## src/rtl/vtnc_pkg.sv

```systemverilog
package vtnc_pkg;

  localparam int CFG_NUM   = 8;
  localparam int CFG_IDX_W = 3;
  localparam int CFG_W     = 64;

  localparam logic signed [31:0] Q_ONE   = 32'sd65536;
  localparam logic signed [31:0] Q_NEAR  = 32'sd6554;
  localparam logic signed [31:0] S32_MAX = 32'sh7fffffff;
  localparam logic signed [31:0] S32_MIN = 32'sh80000000;

  // divider: input register, one stage per quotient bit, output register
  localparam int DIV_QBITS = 32;
  localparam int DIV_LAT   = DIV_QBITS + 2;

  localparam int FIFO_DEPTH = 4;
  localparam int FIFO_PTR_W = $clog2(FIFO_DEPTH);

  typedef logic [CFG_NUM-1:0][CFG_W-1:0] cfg_regs_t;

  // identity matrix
  localparam cfg_regs_t CFG_RESET = {
    64'h0001_0000_0000_0000, 64'h0, 64'h0000_0000_0001_0000, 64'h0,
    64'h0, 64'h0001_0000_0000_0000, 64'h0, 64'h0000_0000_0001_0000
  };

  // transformed vertex handed from front to back
  typedef struct packed {
    logic signed [31:0] vx;
    logic signed [31:0] vy;
    logic signed [31:0] win;
    logic signed [31:0] cx;
    logic signed [31:0] cy;
    logic signed [31:0] cz;
    logic signed [31:0] cw;
    logic               clipped;
    logic               fault;
  } clip_item_t;

  // {saturated flag, value}
  function automatic logic [32:0] sat32(input logic signed [65:0] v);
    logic [32:0] r;
    if (v > 66'sd2147483647) begin
      r = {1'b1, S32_MAX};
    end else if (v < -66'sd2147483648) begin
      r = {1'b1, S32_MIN};
    end else begin
      r = {1'b0, v[31:0]};
    end
    return r;
  endfunction

endpackage

```

## src/rtl/vtnc_fifo.sv

```systemverilog
module vtnc_fifo (
  input  logic                   clk_i,
  input  logic                   rst_ni,
  input  logic                   push_i,
  input  vtnc_pkg::clip_item_t   data_i,
  output logic                   full_o,
  input  logic                   pop_i,
  output vtnc_pkg::clip_item_t   data_o,
  output logic                   empty_o
);
  import vtnc_pkg::*;

  clip_item_t            mem_q [FIFO_DEPTH];
  logic [FIFO_PTR_W-1:0] wr_q, rd_q;
  logic [FIFO_PTR_W:0]   cnt_q;

  assign full_o  = (cnt_q == (FIFO_PTR_W+1)'(FIFO_DEPTH));
  assign empty_o = (cnt_q == '0);
  assign data_o  = mem_q[rd_q];

  always_ff @(posedge clk_i or negedge rst_ni) begin
    if (!rst_ni) begin
      wr_q  <= '0;
      rd_q  <= '0;
      cnt_q <= '0;
    end else begin
      if (push_i) wr_q <= wr_q + 1'b1;
      if (pop_i)  rd_q <= rd_q + 1'b1;
      if (push_i && !pop_i) cnt_q <= cnt_q + 1'b1;
      else if (pop_i && !push_i) cnt_q <= cnt_q - 1'b1;
    end
  end

  always_ff @(posedge clk_i) begin
    if (push_i) mem_q[wr_q] <= data_i;
  end

  a_no_overrun: assert property (@(posedge clk_i) disable iff (!rst_ni)
    push_i |-> !full_o) else $error("queue pushed while full");
  a_no_underrun: assert property (@(posedge clk_i) disable iff (!rst_ni)
    pop_i |-> !empty_o) else $error("queue popped while empty");

endmodule

```

## config.mk

```make
export PLATFORM = sky130hd
export DESIGN_NAME = vtnc_fifo
export DESIGN_NICKNAME = d
export VERILOG_FILES = /design/src/rtl/vtnc_pkg.sv /design/src/rtl/vtnc_fifo.sv
export SDC_FILE = /design/constraint.sdc
export NUM_CORES = 1
export LEC_CHECK = 0
export BUFFER_PORTS_ARGS = -buffer_cell sky130_fd_sc_hd__buf_2
export CORE_ASPECT_RATIO = 1.25
export CORE_MARGIN = 5
export CORE_UTILIZATION = 54
export CTS_BUF_LIST = sky130_fd_sc_hd__clkbuf_8
export DETAILED_ROUTE_END_ITERATION = 7
export MAX_ROUTING_LAYER = met4
export PLACE_DENSITY = 0.84
export SLEW_MARGIN = 10
export SYNTH_ARGS = -nofsm -noshare
export SYNTH_HDL_FRONTEND = slang
export SYNTH_SLANG_ARGS = --single-unit
export TNS_END_PERCENT = 100
```

## constraint.sdc

```tcl
create_clock -name clk_i -period 6.5 [get_ports clk_i]
set_input_delay 1.625 -clock clk_i [delete_from_list [all_inputs] [get_ports clk_i]]
set_output_delay 1.625 -clock clk_i [all_outputs]
set_load 0.01 [all_outputs]
```

======== Yosys cells after proc, flatten, opt, wreduce, memory -nomap -nowiden ========
Memory sizes are Yosys's and may differ from the RTL's.
Index checks and enable logic that the tools add are counted.
word-level totals
  input port bits ......................... 230
  memories ................................ 1
  memory bits (writable) .................. 904
  register bits after elaboration ......... 7
operators by class
  reductions and logical operators ........ 6
  multiplexer cells ....................... 4
  equality and inequality tests ........... 1
  $add $sub $neg .......................... 4
memory list
  name   depth  bits a word  rd ports  clocked after Yosys merged registers in  wr ports  line             text
  mem_q  4      226          1         0                                        1         vtnc_fifo.sv:13  clip_item_t mem_q [FIFO_DEPTH];
operators by type and width
  operator             count
  $mux 3               2
  $add 2x1->2 const B  2
  $add 3x1->3 const B  1
  $eq 3x3->1 const B   1
  $logic_not 3->1      1
  $sub 3x1->3 const B  1
  $logic_and 1x1->1    2
  $logic_not 1->1      2
  $mux 1               2
  $reduce_bool 2->1    1

======== Logic depth before layout (Yosys ltp) ========
  depth after elaboration ................. 4
  gate-level depth with buffers ........... 7
  gate-level depth less buffers ........... 7

======== Least setup slack after synthesis ========
No wires, ideal clock.
  path kind ............................... input -> register
  start ................................... in push_i
  end ..................................... mem mem_q[1][0] (netlist bit), enable pin
  stages on the path ...................... 1
  data arrival time ....................... 6.742 ns
  required time ........................... 5.886 ns
  slack ................................... -0.856 ns
  buffers on the path ..................... 0
  library setup time ...................... 0.614 ns
  cells stage by stage .................... and2_1
between the ends
  word-level cells in the longest chain between the ends .. 2
ends and longest elaborated chain
  what                          line             text
  start: declaration            vtnc_fifo.sv:4   input logic push_i,
  $mux 1                        vtnc_fifo.sv:35  if (push_i) mem_q[wr_q] <= data_i;
  $mux 1 (implied by the code)  vtnc_fifo.sv:35
  end: declaration              vtnc_fifo.sv:13
Every way passes these cells.

==> run_summary.xml <==
<?xml version="1.0" encoding="UTF-8"?>
<metrics>
  <group name="worst_setup_path">
    <metric name="worst-r2r-cell-count" unit="">4</metric>
    <metric name="worst-r2r-setup-slack" unit="ns">4.07</metric>
    <metric name="crit_path_cell_trace" unit="">buf_12, mux4_2, buf_2</metric>
    <metric name="cp-start-kind" unit="">flop</metric>
    <metric name="critPathMaxStageDelay" unit="ns">1.04</metric>
    <metric name="cp_max_fo" unit="">87</metric>
    <metric name="critical_path_class" unit="">reg -&gt; out</metric>
    <metric name="setup.worst_path.end_class" unit="">primary output</metric>
    <metric name="worst_ep_arrival_time" unit="ns">3.04</metric>
    <metric name="worst_r2r_startpoint" unit="">wr_q[0]</metric>
    <metric name="rr_endpoint" unit="">mem_q[0][71]</metric>
    <metric name="critical_path_required" unit="ns">4.88</metric>
    <metric name="slowest_stage" unit="">dfrtp_4</metric>
  </group>
  <group name="clock_network">
    <metric name="worst_skew_pair.late_latency" unit="ns">0.76</metric>
    <metric name="setup_bufs_post_cts" unit="">0</metric>
    <metric name="cts_sinks" unit="">911</metric>
    <metric name="cts_tree" unit="">done</metric>
    <metric name="cts-htree-levels" unit="">4</metric>
    <metric name="numCtsBuffers" unit="">139</metric>
    <metric name="max-clock-path-buffers" unit="">3</metric>
    <metric name="cts_resized" unit="">0</metric>
    <metric name="cts_root_buf" unit="">clkbuf_8</metric>
    <metric name="clk_pin_slew_worst_paths" unit="ns">0.06</metric>
    <metric name="cts_hold_buffers" unit="">0</metric>
  </group>
  <group name="logic_synthesis">
    <metric name="synth_compound_area_share" unit="%">0.0151</metric>
    <metric name="synth_simple_gate_area_share" unit="%">0.147</metric>
    <metric name="yosys.cell_types.count" unit="">21</metric>
    <metric name="synth-adder-area-share" unit="%">0.248</metric>
    <metric name="synth_warnings" unit="">0</metric>
    <metric name="synth_seq_area_share" unit="%">82.2</metric>
    <metric name="postSynth.topFlopCell" unit="">edfxtp_1</metric>
    <metric name="yosys-mux-area-fraction" unit="%">15.3</metric>
    <metric name="combinational_family_with_the_most_area_after_synthesis" unit="">multiplexers</metric>
    <metric name="edff_count_synth" unit="">904</metric>
    <metric name="synth_area_leaders" unit="">edfxtp_1, mux4_2, buf_12</metric>
    <metric name="postSynth.asyncResetShare" unit="%">0.768</metric>
    <metric name="synth.avg_cell_area" unit="um^2">27.4</metric>
    <metric name="synth_largest_type_area_fraction" unit="%">81.7</metric>
    <metric name="netlist_area" unit="mm^2">0.0332</metric>
    <metric name="post-synth-top-area-cell" unit="">edfxtp_1</metric>
    <metric name="synth.ff_latch_count" unit="">911</metric>
    <metric name="synth_fp_nets" unit="">1451</metric>
    <metric name="postSynthCellCount" unit="">1215</metric>
    <metric name="post_synth_xor_area_fraction" unit="%">0.158</metric>
  </group>
  <group name="timing">
    <metric name="finalCritPeriodShare" unit="%">71.7</metric>
    <metric name="endpoints_failing_setup" unit="">0</metric>
    <metric name="fin_setup_tns" unit="ns">0</metric>
    <metric name="number_of_pins_with_negative_max_slew_slack_in_the_final_report" unit="">0</metric>
    <metric name="hold_violations" unit="">0</metric>
    <metric name="skew" unit="ns">0.0360</metric>
    <metric name="tightest_slew" unit="ns">0.947</metric>
    <metric name="setup_slack" unit="ns">1.84</metric>
    <metric name="period_needed" unit="ns">4.66</metric>
    <metric name="hold_slack" unit="ns">0.516</metric>
    <metric name="maxClockFrequency" unit="GHz">0.214</metric>
    <metric name="timing.slew.headroom" unit="%">36.8</metric>
    <metric name="setup_repair_after_global_routing_missed_its_margin" unit="">false</metric>
  </group>
  <group name="finish">
    <metric name="fillers" unit="">3930</metric>
    <metric name="area_growth" unit="%">17.0</metric>
    <metric name="post_route_cells_drive_above_1_share" unit="%">46.9</metric>
    <metric name="layout_commonest_cell" unit="">edfxtp_1</metric>
    <metric name="final_net_count" unit="">2011</metric>
    <metric name="postLayoutCoreUtil" unit="%">63.8</metric>
    <metric name="layout.cells.most_common_list" unit="">edfxtp_1, buf_2, mux4_2, clkbuf_8, inv_1</metric>
  </group>
  <group name="run">
    <metric name="maxCapViolations" unit="">0</metric>
  </group>
  <group name="floorplanning">
    <metric name="fp.dieArea" unit="mm^2">0.0666</metric>
    <metric name="fp-row-count" unit="">101</metric>
    <metric name="floorplan.initialDensity" unit="%">54.6</metric>
    <metric name="fp.dieW" unit="um">232</metric>
    <metric name="floorplan.io_pins" unit="">458</metric>
    <metric name="die_height" unit="um">287</metric>
    <metric name="core_area" unit="mm^2">0.0609</metric>
  </group>
  <group name="power">
    <metric name="share_clk_of_total_power" unit="%">25.2</metric>
    <metric name="swShare" unit="%">29.9</metric>
    <metric name="internal_power" unit="mW">12.2</metric>
    <metric name="max-vdd-ir-drop" unit="V">0.000293</metric>
    <metric name="powerDensity" unit="mW/mm^2">449</metric>
    <metric name="comb_power_share" unit="%">29.0</metric>
    <metric name="power_leakage" unit="nW">13.3</metric>
    <metric name="netSwitchingPower" unit="mW">5.23</metric>
    <metric name="reg_power_share" unit="%">45.9</metric>
  </group>
  <group name="min_path">
    <metric name="min-delay-start" unit="">cnt_q[2]</metric>
    <metric name="worstHoldEndpoint" unit="">cnt_q[2]</metric>
    <metric name="hold_class" unit="">reg -&gt; reg</metric>
    <metric name="hold-path-cell-count" unit="">1</metric>
  </group>
  <group name="global_route">
    <metric name="vias_in_the_first_global_route" unit="">16465</metric>
    <metric name="grt_util_all_layers" unit="%">20.9</metric>
    <metric name="grt_pass1_wl" unit="mm">100</metric>
    <metric name="remaining_global_route_overflow" unit="">0</metric>
    <metric name="largest_net_degree_at_the_start_of_global_routing" unit="">96</metric>
    <metric name="grt_antenna_before_repair" unit="">23</metric>
  </group>
  <group name="route">
    <metric name="route.detailed.drc" unit="">0</metric>
    <metric name="drt-pass1-iter-count" unit="">5</metric>
    <metric name="route.antenna.remaining_nets" unit="">0</metric>
    <metric name="wl_per_cell" unit="um">24.6</metric>
    <metric name="route.vias.total" unit="">15094</metric>
    <metric name="drt-vias-per-instance" unit="">5.55</metric>
    <metric name="route.final.wire_length" unit="mm">67.0</metric>
    <metric name="dr.first_iter.drc_count" unit="">1124</metric>
  </group>
  <group name="outcome">
    <metric name="outcome" unit="">finished clean</metric>
  </group>
  <group name="placement">
    <metric name="gpl.final_weighted_congestion" unit="">0.755</metric>
    <metric name="worst_slack_at_placement" unit="ns">2.65</metric>
    <metric name="total_half_perimeter_wirelength_after_legalization_and_detailed_placement" unit="mm">40.7</metric>
    <metric name="io_buffer_count" unit="">457</metric>
  </group>
</metrics>
[stage by stage]
step | power (mW) | std cells | instance area, um^2
2_1_floorplan | 11.6 | 1215 | 33200
3_3_place_gp | 13.2 | 2458 | 36200
3_5_place_dp | 13.3 | 2458 | 36200
4_1_cts | 17.8 | 2698 | 38800
5_1_grt | 18.4 | 2721 | 38900
6_report | 17.5 | 2721 | 38900
[how the worst max path moves through the flow]
stage	from	endpoint	slack [ns]
after floorplan	push_i	mem_q[3][0]	1.65
after global placement	rd_q[1]	data_o[173]	2.66
after detailed placement	rd_q[1]	data_o[56]	2.65
after CTS	rd_q[1]	data_o[56]	1.77
after global routing	rd_q[1]	data_o[217]	1.67
final	rd_q[1]	data_o[210]	1.84
[cells by family after synthesis]
family	count (synthesis)
adder cells (fa/ha/maj)	6
AND/OR/NAND/NOR	9
XOR/XNOR	6
buffers and inverters	55
flip-flops	911
AO/OA/AOI/OAI	1
multiplexers	227
[registers in the layout, indices dropped and copies added, names as in the netlist]
signal  flops
rd_q        2
cnt_q       3
wr_q        2
mem_q     904
[layout make-up]
class	instances	area [um^2]	area share [%]
Sequential cell	911	27300	70.3
Multi-Input combinational cell	249	5300	13.6
Timing Repair Buffer	470	2550	6.55
Clock buffer	141	1940	4.99
Tap cell	824	1030	2.65
Clock inverter	99	662	1.70
Antenna cell	23	57.6	0.148
Inverter	4	15.0	0.0386
[power groups by stage]
stage	logic [mW]	clock network (mW)	registers, mW
detailed placement	5.18	0	8.14
finish	5.06	4.40	8.01
CTS	5.21	4.54	8.03
global placement	5.13	0	8.04
floorplan	3.56	0	8.05
global route	5.41	4.86	8.09
[cells in the mapped netlist, types with 2 or more instances]
master	number
and2_1	4
buf_1	3
buf_12	22
buf_2	21
buf_6	2
buf_8	2
dfrtp_1	7
edfxtp_1	904
ha_1	5
inv_1	4
mux4_2	226
nand2_1	2
xnor2_1	2
xor2_1	4
[critical path: cells and delay by family, from the launching register on]
kind,cells,cell delay [ns]
flip-flops,1,1.04
buffers and inverters,2,0.62
multiplexers,1,0.45
[per-layer routing]
metal  share of wire (%)  routed length, um  track usage [%]
met4                 3.3               2180             8.72
met3                 9.2               6150             7.60
met1                  35              23600             24.3
met2                  52              35100             33.2
met5                   0                  0                -
Power figures use the tool's default switching activity.
